[config.mk]
export PLATFORM = sky130hd
export DESIGN_NAME = bfa_controller
export DESIGN_NICKNAME = d
export VERILOG_FILES = /design/src/bfa_pkg.sv /design/src/bfa_controller.sv
export SDC_FILE = /design/constraint.sdc
export NUM_CORES = 1
export LEC_CHECK = 0
export ABC_AREA = 0
export BUFFER_PORTS_ARGS = -buffer_cell sky130_fd_sc_hd__buf_2
export CAP_MARGIN = 25
export CORE_AREA = 2 2 39 41
export DETAILED_ROUTE_END_ITERATION = 6
export DIE_AREA = 0 0 41 43
export PLACE_DENSITY = 0.6
export SLEW_MARGIN = 20
export SYNTH_ARGS = -nofsm -noshare
export SYNTH_HDL_FRONTEND = slang
export SYNTH_SLANG_ARGS = --single-unit
[constraint.sdc]
create_clock -name clk -period 1.4 [get_ports clk]
set_input_delay 0.07 -clock clk [delete_from_list [all_inputs] [get_ports clk]]
set_output_delay 0.07 -clock clk [all_outputs]
set_load 0.03 [all_outputs]
[src/bfa_pkg.sv]
// ----------------------------------------------------------------------------
// bfa_pkg: shared types and constants for the bitmap frame allocator
// Bitmap geometry, command and status codes, controller states and the
// command/status bundles passed between controller and datapath.
// ----------------------------------------------------------------------------
package bfa_pkg;

  localparam int WORD_W    = 32;
  localparam int WORD_CNT  = 128;
  localparam int IDX_W     = 7;
  localparam int BIT_W     = 5;
  localparam int FRAME_W   = 12;
  localparam int COUNT_W   = 13;
  localparam logic [COUNT_W-1:0] CAPACITY    = 13'd4096;
  localparam logic [COUNT_W-1:0] LIMIT_RESET = 13'd4096;

  typedef enum logic [1:0] {
    CMD_FIND  = 2'd0,
    CMD_ALLOC = 2'd1,
    CMD_FREE  = 2'd2,
    CMD_TEST  = 2'd3
  } cmd_t;

  typedef enum logic [1:0] {
    ST_OK        = 2'd0,
    ST_RANGE     = 2'd1,
    ST_NONE_FREE = 2'd2
  } status_t;

  typedef enum logic [2:0] {
    S_IDLE,
    S_CHECK,
    S_APPLY,
    S_SCAN
  } state_t;

  typedef enum logic [1:0] {
    RD_NONE,
    RD_FRAME,
    RD_FIRST,
    RD_NEXT
  } rd_sel_t;

  typedef enum logic [1:0] {
    RES_RANGE,
    RES_NONE,
    RES_FOUND,
    RES_OP
  } res_sel_t;

  typedef struct packed {
    logic     load_req;
    rd_sel_t  rd_sel;
    logic     write_word;
    logic     load_result;
    res_sel_t res_sel;
  } ctrl_cmd_t;

  typedef struct packed {
    cmd_t cmd;
    logic range_bad;
    logic scan_hit;
    logic scan_last;
    logic out_free;
  } ctrl_stat_t;

  function automatic logic [BIT_W-1:0] lowest_set(input logic [WORD_W-1:0] v);
    logic [BIT_W-1:0] pos;
    pos = '0;
    for (int i = WORD_W - 1; i >= 0; i--) begin
      if (v[i]) begin
        pos = BIT_W'(i);
      end
    end
    return pos;
  endfunction

endpackage

[src/bfa_controller.sv]
// ----------------------------------------------------------------------------
// bfa_controller: request sequencer of the bitmap frame allocator
// Accepts a request, steps the datapath through the range check, the word
// read and update, or the word-by-word free frame search, then loads a result.
// ----------------------------------------------------------------------------
module bfa_controller (
  input  logic                clk,
  input  logic                rst,
  input  logic                req_valid,
  output logic                req_ready,
  input  bfa_pkg::ctrl_stat_t stat,
  output bfa_pkg::ctrl_cmd_t  ctl
);

  bfa_pkg::state_t state;
  bfa_pkg::state_t state_next;

  always_ff @(posedge clk) begin
    if (rst) begin
      state <= bfa_pkg::S_IDLE;
    end else begin
      state <= state_next;
    end
  end

  always_comb begin
    state_next      = state;
    req_ready       = 1'b0;
    ctl.load_req    = 1'b0;
    ctl.rd_sel      = bfa_pkg::RD_NONE;
    ctl.write_word  = 1'b0;
    ctl.load_result = 1'b0;
    ctl.res_sel     = bfa_pkg::RES_OP;
    unique case (state)
      bfa_pkg::S_IDLE: begin
        req_ready = 1'b1;
        if (req_valid) begin
          ctl.load_req = 1'b1;
          state_next   = bfa_pkg::S_CHECK;
        end
      end
      bfa_pkg::S_CHECK: begin
        priority if (stat.cmd == bfa_pkg::CMD_FIND) begin
          ctl.rd_sel = bfa_pkg::RD_FIRST;
          state_next = bfa_pkg::S_SCAN;
        end else if (stat.range_bad) begin
          if (stat.out_free) begin
            ctl.load_result = 1'b1;
            ctl.res_sel     = bfa_pkg::RES_RANGE;
            state_next      = bfa_pkg::S_IDLE;
          end
        end else begin
          ctl.rd_sel = bfa_pkg::RD_FRAME;
          state_next = bfa_pkg::S_APPLY;
        end
      end
      bfa_pkg::S_APPLY: begin
        if (stat.out_free) begin
          ctl.write_word  = (stat.cmd == bfa_pkg::CMD_ALLOC) ||
                            (stat.cmd == bfa_pkg::CMD_FREE);
          ctl.load_result = 1'b1;
          ctl.res_sel     = bfa_pkg::RES_OP;
          state_next      = bfa_pkg::S_IDLE;
        end
      end
      bfa_pkg::S_SCAN: begin
        priority if (stat.scan_hit || stat.scan_last) begin
          if (stat.out_free) begin
            ctl.load_result = 1'b1;
            ctl.res_sel     = stat.scan_hit ? bfa_pkg::RES_FOUND : bfa_pkg::RES_NONE;
            state_next      = bfa_pkg::S_IDLE;
          end
        end else begin
          ctl.rd_sel = bfa_pkg::RD_NEXT;
        end
      end
      default: state_next = bfa_pkg::S_IDLE;
    endcase
  end

  a_result_slot_free: assert property (@(posedge clk) disable iff (rst)
    ctl.load_result |-> stat.out_free)
    else $error("result loaded while response register still held");

  a_write_only_update: assert property (@(posedge clk) disable iff (rst)
    ctl.write_word |-> (stat.cmd == bfa_pkg::CMD_ALLOC || stat.cmd == bfa_pkg::CMD_FREE))
    else $error("bitmap written by a find or test request");

  a_accept_to_check: assert property (@(posedge clk) disable iff (rst)
    (req_valid && req_ready) |=> (state == bfa_pkg::S_CHECK))
    else $error("accepted request did not enter range check");

  a_write_ends_request: assert property (@(posedge clk) disable iff (rst)
    ctl.write_word |-> ctl.load_result)
    else $error("bitmap written without a result");

endmodule

==> Word level (Yosys, flattened, before mapping) <==
Cells that the tools add are included.
{ "word_totals": {"regBits": 3, "latch_bits": 0, "ram_bits": 0, "mem_bits_ro": 0, "out_inout_bits": 8, "word_cells": 35, "n_memories": 0} }
{ "classes": {"addsub": 0, "n_mul": 0, "div": 0, "n_lt_le_gt_ge": 0, "eq_ne": 7, "shifts": 0, "mux": 22, "bitwise": 0, "reduce_logical": 5} }
{ "ops": {"columns": ["op", "n"], "rows": [
  ["two-way mux 3 bit", 10],
  ["case mux 3 bit (4 select lines)", 1],
  ["case mux 3 bit (3 select lines)", 1],
  ["equality test 3 x 2 -> 1 bit (second input constant)", 2],
  ["two-way mux 2 bit", 3],
  ["two-way mux 1 bit", 5],
  ["two-way mux 4 bit", 1],
  ["inequality test 2 bit (second input constant)", 2],
  ["case mux 2 bit (2 select lines)", 1],
  ["equality test 3 x 1 -> 1 bit (second input constant)", 1],
  ["zero test 3 bit", 1],
  ["equality test 2 x 1 -> 1 bit (second input constant)", 1],
  ["equality test 2 bit (second input constant)", 1],
  ["zero test 2 bit", 1],
  ["logical OR 1 bit", 2],
  ["AND reduction 2 bit", 1]
]} }

==> Longest topological paths before layout <==
{ "depth": {"ltp_word": 4, "depth_mapped": 5, "ltp_nobuf": 5} }

==> Worst setup path after synthesis <==
OpenSTA, ideal clock, no wires.
{ "synth_timing": {"kind": "reg2out", "start": "register state[1]", "end": "output port ctl[3] (netlist name)", "t_arrival_ns": 1.503, "path_slack_ns": -0.173, "stages_incl_launch_ff": 5, "n_path_buf": 1, "cell_sequence": "dfxtp_1 buf_2 nand2_1 or2_1 nor3b_1"} }
{ "synth_lines": {"columns": ["element", "line_no", "rtl"], "rows": [
  ["start: declaration", "bfa_controller.sv:15", "bfa_pkg::state_t state;"],
  ["start signal: assignment", "bfa_controller.sv:20", "state <= bfa_pkg::S_IDLE;"],
  ["start signal: assignment", "bfa_controller.sv:22", "state <= state_next;"],
  ["end: declaration", "bfa_controller.sv:12", "output bfa_pkg::ctrl_cmd_t ctl"]
]} }

==> reports/qor.csv <==
metric,value,unit
rows,14,
critPathCaptureType,output port,
max_stage_delay,0.41,ns
h-tree-depth,1,
track_usage,10.8,%
dpl.hpwl,617,µm
synth_top_area_cell,dfxtp_1,
reg2reg_depth,5,
synth_area_leaders,"dfxtp_1 (18%), o41ai_2 (5.0%), nor3b_1 (4.6%)",
crit_buf_inv,1,
ios,17,
synth-main-ff-cell,dfxtp_1,
top_regs,state: 3 flops,
cts_root_buffer,clkbuf_4,
critPathKind,flop to output port,
clock_sinks,3,
dieWidth,41,µm
finalClockSkew,0.00125,ns
start_util,23.5,%
place.gp.congestion,0.688,
required,1.33,ns
ys_ff_latch,3,
grt_overflow_total,0,
synthArstFlopShare,0,%
cts_buffers,3,
grt_pass1_vias,323,
post-route-period-util,98.7,%
die_area,1760,µm²
synth.avg_cell_area,8.34,µm²
final_cell_area,587,µm²
setup_viol,0,
vdd_drop_max,0.000453,V
fin_nets,75,
top_register,state,
yosysUniqueCellTypes,29,
clockBufferDepth,2,
cp_top_family,simple AND/OR/NAND/NOR gates,
grt_pass1_wl,1.27,mm
netlist_top_cells_count,"dfxtp_1 (3), inv_1 (3), nor2_1 (3)",
total_power,0.328,mW
antenna_found_initial,0,
met2_length,492,µm
worstSkewPairLatency,0.23,ns
cap_violations,0,
outcome,"finished, final reports clean",
wl_met1,325,µm
placement.cell_area,458,µm²
maxSlewViolCount,0,
crit_path_max_fanout,5,
holdPathEnd,state[1],
cp_slowest_cell,or3b_4,
holdBufCountCts,0,
max_clock_freq,723,MHz
syn_area,325,µm²
grt_max_degree,8,
cts_tree,done,
area_delta_synth_final,80.4,%
worstPathCellList,or3b_4 -> a21oi_2 -> buf_6,
min_path_type,input pin to flop,
post-route-util,42.4,%
wl_per_cell,10.8,µm
critPathArrivalTime,1.31,ns
r2r_start,state[1],
ys_seq_area_share,18.5,%
largest_register_ffs,3,
drive_gt1_share,68.8,%
r2r-end,state[0],
totalWireLength,864,µm
leakagePower,0.256,nW
synth_top_area_share,18.5,%
vias,386,
clkTransAtPathRegs,0.04,ns
r2r_slack,0.10,ns
startpoint_type,flop,
via_per_inst,4.83,
yosysWarnings,0,
crit_start,state[1],
numPortBuffers,16,
whs,0.0556,ns
first_pass_iters,2,
core-area,1380,µm²
wl_met3,47,µm
fp.dieH,43,µm
syn_nets,49,
drc,0,
top_layer,met3,
n_antenna_cell,0,
p_per_area,559,nW/µm²
synth-edff-count,0,
hold_depth,2,
hold_viol,0,
min-delay-start,rst,
min_period,1.38,ns
antenna_left,0,
drt-initial-drc-count,10,
rsz0062_at_grt,true,
syn-instance-count,39,
-- area by class of cell --
type                    count  area [µm²]
fillers                   160         797
multi-input cells          32         313
well taps                  16        20.0
inverters                   3        11.3
clock buffers               4        26.3
repair buffers             22         149
flip-flops and latches      3        67.6
-- repair_timing --
action,CTS,global route
buffers inserted,1,1
endpoints found under the setup margin,5,5
pin swaps,2,1
resized for setup,9,14
-- worst reg2reg max path, delay by kind of cell, from the launching register on --
kind / cells / cell delay, ns
simple gates: 1 / 0.35
flops: 1 / 0.35
compound gates: 2 / 0.27
buf+inv: 2 / 0.25
-- report_power, final --
group	total [mW]	switching, mW	internal (mW)
combinational	0.0865	0.0466	0.0400
sequential	0.0914	0.00472	0.0867
clock	0.150	0.0435	0.107
-- routing by layer --
layer	global-route usage, %	vias to the layer above
li1	-	196
met1	10.9	180
met2	18.4	10
met3	6.28	0
met4	2.00	0
met5	0	-
-- layout by cell type (no fill, tap or decap) --
| master | instances |
|---|---|
| clkbuf_4 | 3 |
| dfxtp_4 | 2 |
| buf_4 | 8 |
| o311a_2 | 1 |
| and2_1 | 1 |
| nand2b_4 | 2 |
| a31oi_1 | 1 |
| nor3_1 | 1 |
| nor4_4 | 1 |
| buf_6 | 3 |
| nor2_1 | 2 |
| a41oi_2 | 1 |
| or2_1 | 1 |
| o21ai_2 | 1 |
| or3b_4 | 1 |
| nor2_2 | 1 |
| o32a_1 | 1 |
| inv_1 | 3 |
| or3_1 | 1 |
| nand2_1 | 2 |
| a2111o_1 | 1 |
| conb_1 | 1 |
| or3b_1 | 1 |
| buf_2 | 11 |
| or2_4 | 1 |
| ha_1 | 1 |
| dfxtp_1 | 1 |
| nor2b_4 | 1 |
| o21bai_4 | 1 |
| a21oi_2 | 2 |
| o41ai_2 | 1 |
| clkbuf_1 | 1 |
| or3_4 | 1 |
| or2b_1 | 1 |
| nor3b_2 | 2 |
-- logic make-up after synthesis --
group,count (synthesis),share of synthesized area (%)
buffers and inverters,4,5.00
adder cells (fa/ha/maj),1,3.85
AO/OA/AOI/OAI,10,27.7
AND/OR/NAND/NOR,20,43.8
other,1,1.15
flip-flops,3,18.5
-- stage by stage --
step	std cells	TNS, ns	setup WS, ns
global route	80	-0.0846	-0.0334
global placement	74	0	0.0362
CTS	79	-0.00112	-0.00112
detailed placement	74	0	0.0573
finish	80	0	0.0178
floorplan	39	0	0.0145
-- worst max-delay path by stage --
stage | end | slack [ns] | cells after the start
after floorplan | ctl[4] | 0.01 | 3
after global placement | ctl[2] | 0.04 | 5
after detailed placement | ctl[2] | 0.06 | 5
after CTS | ctl[4] | -0.001 | 3
after global routing | ctl[4] | -0.03 | 3
final | ctl[4] | 0.02 | 3
Power figures use the tool's default switching activity.
