**src/bfa_pkg.sv**
```systemverilog
// ----------------------------------------------------------------------------
// bfa_pkg: shared types and constants for the bitmap frame allocator
// Bitmap geometry, command and status codes, controller states and the
// command/status bundles passed between controller and datapath.
// ----------------------------------------------------------------------------
package bfa_pkg;

  localparam int WORD_W    = 32;
  localparam int WORD_CNT  = 128;
  localparam int IDX_W     = 7;
  localparam int BIT_W     = 5;
  localparam int FRAME_W   = 12;
  localparam int COUNT_W   = 13;
  localparam logic [COUNT_W-1:0] CAPACITY    = 13'd4096;
  localparam logic [COUNT_W-1:0] LIMIT_RESET = 13'd4096;

  typedef enum logic [1:0] {
    CMD_FIND  = 2'd0,
    CMD_ALLOC = 2'd1,
    CMD_FREE  = 2'd2,
    CMD_TEST  = 2'd3
  } cmd_t;

  typedef enum logic [1:0] {
    ST_OK        = 2'd0,
    ST_RANGE     = 2'd1,
    ST_NONE_FREE = 2'd2
  } status_t;

  typedef enum logic [2:0] {
    S_IDLE,
    S_CHECK,
    S_APPLY,
    S_SCAN
  } state_t;

  typedef enum logic [1:0] {
    RD_NONE,
    RD_FRAME,
    RD_FIRST,
    RD_NEXT
  } rd_sel_t;

  typedef enum logic [1:0] {
    RES_RANGE,
    RES_NONE,
    RES_FOUND,
    RES_OP
  } res_sel_t;

  typedef struct packed {
    logic     load_req;
    rd_sel_t  rd_sel;
    logic     write_word;
    logic     load_result;
    res_sel_t res_sel;
  } ctrl_cmd_t;

  typedef struct packed {
    cmd_t cmd;
    logic range_bad;
    logic scan_hit;
    logic scan_last;
    logic out_free;
  } ctrl_stat_t;

  function automatic logic [BIT_W-1:0] lowest_set(input logic [WORD_W-1:0] v);
    logic [BIT_W-1:0] pos;
    pos = '0;
    for (int i = WORD_W - 1; i >= 0; i--) begin
      if (v[i]) begin
        pos = BIT_W'(i);
      end
    end
    return pos;
  endfunction

endpackage

```
**src/bfa_datapath.sv**
```systemverilog
// ----------------------------------------------------------------------------
// bfa_datapath: bitmap memory, frame counter and result register
// Holds the frame bitmap with per-word valid bits, the limit register, the
// captured request, the word scan logic and the response register.
// ----------------------------------------------------------------------------
module bfa_datapath (
  input  logic                                clk,
  input  logic                                rst,
  input  logic [1:0]                          req_cmd,
  input  logic [bfa_pkg::FRAME_W-1:0]         req_frame,
  input  logic                                cfg_valid,
  input  logic [bfa_pkg::COUNT_W-1:0]         cfg_max_frames,
  input  bfa_pkg::ctrl_cmd_t                  ctl,
  output bfa_pkg::ctrl_stat_t                 stat,
  input  logic                                rsp_ready,
  output logic                                rsp_valid,
  output logic [1:0]                          rsp_status,
  output logic [bfa_pkg::FRAME_W-1:0]         rsp_found,
  output logic                                rsp_in_use,
  output logic [bfa_pkg::COUNT_W-1:0]         rsp_used
);

  logic [bfa_pkg::COUNT_W-1:0] max_frames;
  logic [bfa_pkg::COUNT_W-1:0] frames_used;
  logic [bfa_pkg::COUNT_W-1:0] frames_used_next;
  bfa_pkg::cmd_t               cmd;
  logic [bfa_pkg::FRAME_W-1:0] frame;
  logic [bfa_pkg::IDX_W-1:0]   scan_idx;

  logic [bfa_pkg::WORD_W-1:0]   mem [bfa_pkg::WORD_CNT];
  logic [bfa_pkg::WORD_CNT-1:0] word_valid;
  logic [bfa_pkg::WORD_W-1:0]   rdata;

  logic                        out_valid;
  bfa_pkg::status_t            out_status;
  logic [bfa_pkg::FRAME_W-1:0] out_found;
  logic                        out_in_use;
  logic [bfa_pkg::COUNT_W-1:0] out_used;

  logic [bfa_pkg::COUNT_W-1:0] limit;
  logic [bfa_pkg::COUNT_W-1:0] base;
  logic [bfa_pkg::COUNT_W-1:0] next_base;
  logic [bfa_pkg::COUNT_W-1:0] span;
  logic [bfa_pkg::WORD_W-1:0]  scan_mask;
  logic [bfa_pkg::WORD_W-1:0]  free_bits;
  logic [bfa_pkg::BIT_W-1:0]   hit_pos;
  logic [bfa_pkg::WORD_W-1:0]  bit_mask;
  logic [bfa_pkg::WORD_W-1:0]  wdata;
  logic                        rd_en;
  logic [bfa_pkg::IDX_W-1:0]   rd_addr;
  logic [bfa_pkg::IDX_W-1:0]   wr_addr;
  logic                        wr_en;

  assign limit     = (max_frames > bfa_pkg::CAPACITY) ? bfa_pkg::CAPACITY : max_frames;
  assign base      = {1'b0, scan_idx, {bfa_pkg::BIT_W{1'b0}}};
  assign next_base = {({1'b0, scan_idx} + 8'd1), {bfa_pkg::BIT_W{1'b0}}};
  assign span      = limit - base;

  always_comb begin
    if (limit <= base) begin
      scan_mask = '0;
    end else if (span >= bfa_pkg::COUNT_W'(bfa_pkg::WORD_W)) begin
      scan_mask = '1;
    end else begin
      scan_mask = (bfa_pkg::WORD_W'(1) << span[bfa_pkg::BIT_W-1:0]) - bfa_pkg::WORD_W'(1);
    end
  end

  assign free_bits = ~rdata & scan_mask;
  assign hit_pos   = bfa_pkg::lowest_set(free_bits);
  assign bit_mask  = bfa_pkg::WORD_W'(1) << frame[bfa_pkg::BIT_W-1:0];
  assign wr_addr   = frame[bfa_pkg::FRAME_W-1:bfa_pkg::BIT_W];
  assign wdata     = (cmd == bfa_pkg::CMD_ALLOC) ? (rdata | bit_mask) : (rdata & ~bit_mask);
  assign wr_en     = ctl.write_word;

  always_comb begin
    rd_en   = 1'b1;
    rd_addr = '0;
    unique case (ctl.rd_sel)
      bfa_pkg::RD_NONE:  rd_en = 1'b0;
      bfa_pkg::RD_FRAME: rd_addr = wr_addr;
      bfa_pkg::RD_FIRST: rd_addr = '0;
      bfa_pkg::RD_NEXT:  rd_addr = scan_idx + bfa_pkg::IDX_W'(1);
    endcase
  end

  always_comb begin
    frames_used_next = frames_used;
    if (ctl.write_word) begin
      if (cmd == bfa_pkg::CMD_ALLOC && frames_used < bfa_pkg::CAPACITY) begin
        frames_used_next = frames_used + bfa_pkg::COUNT_W'(1);
      end else if (cmd == bfa_pkg::CMD_FREE && frames_used != '0) begin
        frames_used_next = frames_used - bfa_pkg::COUNT_W'(1);
      end
    end
  end

  assign stat.cmd       = cmd;
  assign stat.range_bad = {1'b0, frame} >= limit;
  assign stat.scan_hit  = |free_bits;
  assign stat.scan_last = next_base >= limit;
  assign stat.out_free  = !out_valid || rsp_ready;

  always_ff @(posedge clk) begin
    if (wr_en) begin
      mem[wr_addr] <= wdata;
    end
    if (rd_en) begin
      rdata <= word_valid[rd_addr] ? mem[rd_addr] : '0;
    end
  end

  always_ff @(posedge clk) begin
    if (rst) begin
      word_valid  <= '0;
      frames_used <= '0;
      max_frames  <= bfa_pkg::LIMIT_RESET;
      out_valid   <= 1'b0;
    end else begin
      if (wr_en) begin
        word_valid[wr_addr] <= 1'b1;
      end
      frames_used <= frames_used_next;
      if (cfg_valid) begin
        max_frames <= cfg_max_frames;
      end
      if (ctl.load_result) begin
        out_valid <= 1'b1;
      end else if (rsp_ready) begin
        out_valid <= 1'b0;
      end
    end
  end

  always_ff @(posedge clk) begin
    if (ctl.load_req) begin
      cmd   <= bfa_pkg::cmd_t'(req_cmd);
      frame <= req_frame;
    end
    unique case (ctl.rd_sel)
      bfa_pkg::RD_FIRST: scan_idx <= '0;
      bfa_pkg::RD_NEXT:  scan_idx <= scan_idx + bfa_pkg::IDX_W'(1);
      default:           scan_idx <= scan_idx;
    endcase
    if (ctl.load_result) begin
      out_found  <= '0;
      out_in_use <= 1'b0;
      out_used   <= frames_used_next;
      unique case (ctl.res_sel)
        bfa_pkg::RES_RANGE: out_status <= bfa_pkg::ST_RANGE;
        bfa_pkg::RES_NONE:  out_status <= bfa_pkg::ST_NONE_FREE;
        bfa_pkg::RES_FOUND: begin
          out_status <= bfa_pkg::ST_OK;
          out_found  <= {scan_idx, hit_pos};
        end
        bfa_pkg::RES_OP: begin
          out_status <= bfa_pkg::ST_OK;
          out_in_use <= (cmd == bfa_pkg::CMD_TEST) && |(rdata & bit_mask);
        end
      endcase
    end
  end

  assign rsp_valid  = out_valid;
  assign rsp_status = out_status;
  assign rsp_found  = out_found;
  assign rsp_in_use = out_in_use;
  assign rsp_used   = out_used;

  a_count_step: assert property (@(posedge clk) disable iff (rst)
    (frames_used == $past(frames_used)) ||
    (frames_used == $past(frames_used) + bfa_pkg::COUNT_W'(1)) ||
    (frames_used == $past(frames_used) - bfa_pkg::COUNT_W'(1)))
    else $error("frame count moved by more than one");

endmodule

```
**config.mk**
```make
export PLATFORM = sky130hd
export DESIGN_NAME = bfa_datapath
export DESIGN_NICKNAME = d
export VERILOG_FILES = /design/src/bfa_pkg.sv /design/src/bfa_datapath.sv
export SDC_FILE = /design/constraint.sdc
export NUM_CORES = 2
export LEC_CHECK = 0
export BUFFER_PORTS_ARGS = -buffer_cell sky130_fd_sc_hd__buf_4
export CAP_MARGIN = 20
export CORE_ASPECT_RATIO = 0.75
export CORE_UTILIZATION = 57
export CTS_CLUSTER_DIAMETER = 60
export CTS_CLUSTER_SIZE = 16
export DETAILED_ROUTE_END_ITERATION = 10
export GPL_TIMING_DRIVEN = 0
export PLACE_DENSITY = 0.74
export SLEW_MARGIN = 20
export SYNTH_ARGS = -nofsm -noshare
export SYNTH_HDL_FRONTEND = slang
export SYNTH_SLANG_ARGS = --single-unit
```
**constraint.sdc**
```tcl
create_clock -name clk -period 13.31 [get_ports clk]
set_input_delay 1.331 -clock clk [delete_from_list [all_inputs] [get_ports clk]]
set_output_delay 1.331 -clock clk [all_outputs]
set_load 0.02 [all_outputs]
```
======== Yosys cells after proc, flatten, opt, wreduce, memory -nomap -nowiden ========
Memory sizes are Yosys's and may differ from the RTL's. A register that Yosys moved wholly into a read port is not among the register bits.
Cells that the tools add are included.
storage, ports and cells
  bits of input ports ..................... 38
  output and inout bits ................... 35
  bits in writable memories ............... 4096
  register bits ........................... 204
  bits in latches ......................... 0
  ROM bits ................................ 0
  logic and storage cells ................. 121
  memories ................................ 1
operators by class
  $lt $le $gt $ge ......................... 9
  div/mod/pow operators ................... 0
  bitwise operators ....................... 8
  eq/ne operators ......................... 9
  $mul .................................... 0
  shifts and indexed selects .............. 2
  add/sub/neg operators ................... 6
  reduce and logical (&&, ||, !) cells .... 21
  muxes and demuxes ....................... 49
memory list
  name  words  bits a word  read ports  clocked after memory_dff  write ports  line                text
  mem   128    32           1           1                         1            bfa_datapath.sv:30  logic [bfa_pkg::WORD_W-1:0] mem [bfa_pkg::WORD_CNT];
operators with widths
  operator                                                            number
  OR 128 bit                                                          1
  bitwise AND 32 bit                                                  3
  2-to-1 mux 32 bit                                                   3
  2-to-1 mux 5 bit                                                    16
  inverter 32 bit                                                     2
  OR reduction 32 bit                                                 2
  left shift 1 x 5 -> 32 bit, first input constant                    2
  2-to-1 mux 13 bit                                                   4
  2-to-1 mux 4 bit                                                    8
  OR 32 bit                                                           1
  subtractor 32 x 2 -> 32 bit, second input constant                  1
  case mux 7 bit (2 select lines)                                     2
  OR reduction 17 bit                                                 1
  < comparator 7 x 8 -> 1 bit, second input constant                  2
  adder 13 x 1 -> 13 bit, second input constant                       1
  greater-or-equal comparator 12 x 13 -> 1 bit                        1
  greater-or-equal comparator 13 bit                                  1
  greater-or-equal comparator 13 x 6 -> 1 bit, second input constant  1
  > comparator 13 bit, second input constant                          1
  less-or-equal comparator 13 x 12 -> 1 bit                           1
  < comparator 13 bit, second input constant                          1
  nonzero test 13 bit                                                 1
  subtractor 13 x 1 -> 13 bit, second input constant                  1
  subtractor 13 x 12 -> 13 bit                                        1
  other kinds (21)                                                    46

======== Longest topological paths before layout ========
  depth in word-level cells ............... 39
  mapped depth ............................ 18
  depth with buffers taken out ............ 15

======== Least setup slack after synthesis ========
OpenSTA, ideal clock, no wires.
  kind .................................... flip-flop to flip-flop
  start point ............................. reg frame[0] (netlist bit)
  end point ............................... mem mem[0][0] (netlist bit) (data pin)
  required time ........................... 12082 ps
  period minus slack after synthesis ...... 7751 ps
  path buffers ............................ 3
  path slack .............................. 5559 ps
  cell stages (with the launch flop) ...... 6
  data arrival time ....................... 6523 ps
  library setup time ...................... 1228 ps
  path through ............................ edfxtp_1 -> clkbuf_1 -> or2_2 -> clkbuf_1 -> clkbuf_1 -> o31ai_1
between the ends
  longest elaborated chain between the ends .. 4
  elaborated cells between the ends (all ways) .. 5
  those cells by class .................... 1 x shift; 1 x mux; 3 x bitwise
RTL lines
  item                          line                 text
  start, declared               bfa_datapath.sv:27   logic [bfa_pkg::FRAME_W-1:0] frame;
  start signal, assigned        bfa_datapath.sv:138  frame <= req_frame;
  left shift 1 x 5 -> 32 bit *  bfa_datapath.sv:71   assign bit_mask = bfa_pkg::WORD_W'(1) << frame[bfa_pkg::BIT_W-1:0];
  inverter 32 bit               bfa_datapath.sv:73   assign wdata = (cmd == bfa_pkg::CMD_ALLOC) ? (rdata | bit_mask) : (rdata & ~bit_mask);
  bitwise AND 32 bit            bfa_datapath.sv:73
  2-to-1 mux 32 bit *           bfa_datapath.sv:73
  named net wdata, one bit      bfa_datapath.sv:48   logic [bfa_pkg::WORD_W-1:0] wdata;
  end, declared                 bfa_datapath.sv:30
Mark *: on every way through the listed nets, which the timed path passes. The rest lies on a longest branch.

==> qor.yml <==
worst_setup_path:
  timing.critical_path.from_type: "flip-flop"
  cp_data_arrival_time_ns: 6.51
  path_cells: "inv_1 -> clkbuf_1 -> buf_1 -> nand2_1 -> ha_1 -> inv_1 -> fa_1 -> xnor2_1 -> o311ai_1 -> or4_4 -> or3_4 -> a211oi_1 -> nor2_1 -> or3b_4 -> o41ai_2 -> and2b_1 -> nand2b_1 -> buf_4"
  cp.required_ns: 11.98
  crit_top_cell: "inv_1"
  crit_path_max_incr_delay_ns: 0.58
  slowest_stage: "a211oi_1"
  end_kind: "output pin"
  crit_type: "reg -> out"
  critical_path.top_delay_family: "simple AND/OR/NAND/NOR gates"
  path_buf_inv: 5
  cp_max_fo: 10
drt:
  drt_iter0_markers: 16630
  dr.pass1.iters: 10
  wl_um: 502300
  via_per_inst: 6.905
  num_vias: 94680
  wl_per_cell_um: 36.63
  drc_errors: 0
  ant_nets: 0
timing:
  finClkSkew_ns: 0.07637
  finalSetupTns_ns: 0
  tightest_slew_ns: 1.423
  finalSetupViolCount: 0
  hold_viol: 0
  slew_viol_final: 0
  period_share: 0.5888
  rsz0062_at_grt: "no"
  setup_ws_ns: 5.473
  fmax_mhz: 127.6
  slew_headroom: 0.04490
  fin_crit_ns: 7.837
power:
  power_switching_mw: 6.372
  powerDensity_nw_per_um2: 138.6
  p_clk_frac: 0.338
  p_comb_frac: 0.098
  p_sw_frac: 0.2390
  power_mw: 26.66
  internal_power_mw: 20.29
  seqPwrFrac: 0.564
  max-vdd-ir-drop_mv: 0.09961
  leakage_nw: 63.90
floorplanning:
  dieHeight_um: 474.1
  die_width_um: 631.4
  row_count: 172
  die_area_um2: 299400
  initial_core_util: 0.5757
  design.core.area_um2: 294200
  io_pins: 73
clocking:
  cts_root_buf: "clkbuf_16"
  cts_setup_buffers: 0
  cts_sinks: 4332
  clockBufferDepth: 4
  cts.clk_slew.worst_paths_ns: 0.07
  cts_resized: 0
  clock_latency_ns: 0.93
  h-tree-depth: 5
  cts_hold_buf: 0
  numCtsBuffers: 317
  cts_tree: "built"
logic_synthesis:
  synth_top_area_cell: "edfxtp_1"
  synth_commonest_cells: "edfxtp_1, nand2_1, mux4_2, nor2_1, nand3_1"
  syn_nets: 8903
  synth_top_area_frac: 0.7405
  post-synth-top-count-cell: "edfxtp_1"
  synthDistinctLibCells: 77
  syn_area_per_cell_um2: 19.17
  yosysSeqAreaShare: 0.7589
  dominantRegCellSynth: "edfxtp_1"
  yosys_warnings: 0
  synthCells: 8834
  synth_edf_count: 4177
  synth_area_leaders: "edfxtp_1, mux4_2, nand2_1"
  syn-cell-area_um2: 169400
  synthArstFlopShare: 0
  synth_seq_cells: 4332
run:
  max-cap-violations: 0
global_routing:
  grtUsageTotal: 0.3357
  grt_pass1_wl_um: 694600
  antenna_found_initial: 49
  grt_pass1_vias: 90700
  grt_overflow: 0
  grt_start_max_net_pins: 33
finish:
  fin_cells: 13710
  fin_area_um2: 192400
  area_growth_pct: 13.58
  drive_gt1_frac: 0.2343
  nNetsFinal: 9713
place:
  place.gp.congestion: 1.034
  port_buffers: 69
  place_ws_ns: 6.585
  dpl.hpwl_um: 361000
  dp_cells: 13240
  postPlaceCellArea_um2: 183300
status:
  status: "finished clean"
worst_hold_path:
  min_path_type: "reg -> reg"
==> logic make-up (layout without fill, tap and decap cells) <==
kind of cell / Yosys count / in the layout / synth area share
buf+inv: 579 / 1527 / 0.01381
other cells: 0 / 15 / 0
flops: 4332 / 4332 / 0.7589
fa+ha+maj: 31 / 31 / 0.002334
simple gates: 2196 / 2196 / 0.05563
compound gates: 560 / 560 / 0.02438
mux: 1110 / 1110 / 0.1436
xor+xnor: 26 / 26 / 0.001344
==> area by class of cell <==
class                           count  area [um^2]
Multi-Input combinational cell   3923        40180
Clock inverter                     28        317.8
Antenna cell                       15        37.54
Timing Repair Buffer              491         7535
Clock buffer                      429         8492
Fill cell                       18750       101800
Buffer                            539         2233
Sequential cell                  4332       128500
Inverter                           40        150.1
Tap cell                         3915         4898
==> metrics by stage <==
stage / hold slack (ns) / util
after floorplan: 0.4348 / -
after global placement: 0.4442 / 0.5942
after detailed placement: 0.4587 / 0.6232
after CTS: 0.4772 / 0.6532
after global routing: 0.4991 / 0.6538
final: 0.4773 / 0.6539
==> final timing paths <==
| kind | start | endpoint | slack [ns] | cells past startpoint |
|---|---|---|---|---|
| worst min register to register | word_valid[77] | word_valid[77] | 0.48 | 2 |
| worst min-delay path | word_valid[77] | word_valid[77] | 0.48 | 2 |
| worst max-delay path | max_frames[12] | stat[2] | 5.47 | 18 |
| worst max register to register | scan_idx[0] | rdata[13] | 6.96 | 12 |
==> registers in the layout, summed over array words and instances (netlist names) <==
register	flops
frame	12
rsp_in_use	1
frames_used	13
scan_idx	7
rsp_found	12
rsp_valid	1
max_frames	13
mem	4096
rsp_used	13
rdata	32
cmd	2
rsp_status	2
word_valid	128
==> worst reg2reg max path, stage by stage (launching register included) <==
cell      delay [ns]
edfxtp_1        0.47
ha_1            0.39
mux2_2          0.29
nand2_1         0.11
buf_2           0.40
buf_2           0.55
clkbuf_1        0.87
clkbuf_1        0.68
mux4_2          0.34
nand2_1         0.06
a311oi_1        0.99
o311ai_0        0.42
a21oi_1         0.55
==> cells in the final DEF (no fill, tap or decap), drive strengths merged, types with 27 or more instances in the layout <==
| cell type | Yosys | layout |
|---|---|---|
| nand2 | 1095 | 1095 |
| clkbuf | 330 | 759 |
| mux4 | 1056 | 1056 |
| o31ai | 35 | 35 |
| o311ai | 35 | 35 |
| nand3 | 381 | 381 |
| a21oi | 78 | 78 |
| and3 | 133 | 133 |
| a211o | 33 | 33 |
| dfxtp | 155 | 155 |
| nor2 | 447 | 447 |
| a31oi | 51 | 51 |
| inv | 40 | 53 |
| ha | 30 | 30 |
| edfxtp | 4177 | 4177 |
| a311oi | 163 | 163 |
| o21ai | 76 | 76 |
| nor3 | 27 | 27 |
| buf | 209 | 700 |
| mux2i | 49 | 49 |
==> power groups by stage <==
stage               combinational [mW]  clock [mW]  sequential (mW)
floorplan                         1.28           0             15.4
global placement                  2.26           0             15.5
detailed placement                2.48           0             15.3
CTS                               2.50        9.02             15.0
global route                      2.67        9.47             15.0
finish                            2.60        9.01             15.0
==> routing by layer <==
metal | vias to the layer above | GRT usage | part of all wire
met5 | - | 0 | 0.00055
met4 | 20 | 0.1154 | 0.040
met3 | 976 | 0.1500 | 0.18
met2 | 7500 | 0.4393 | 0.40
met1 | 48960 | 0.5008 | 0.37
li1 | 37220 | - | -
(Power assumes the default switching activity.)
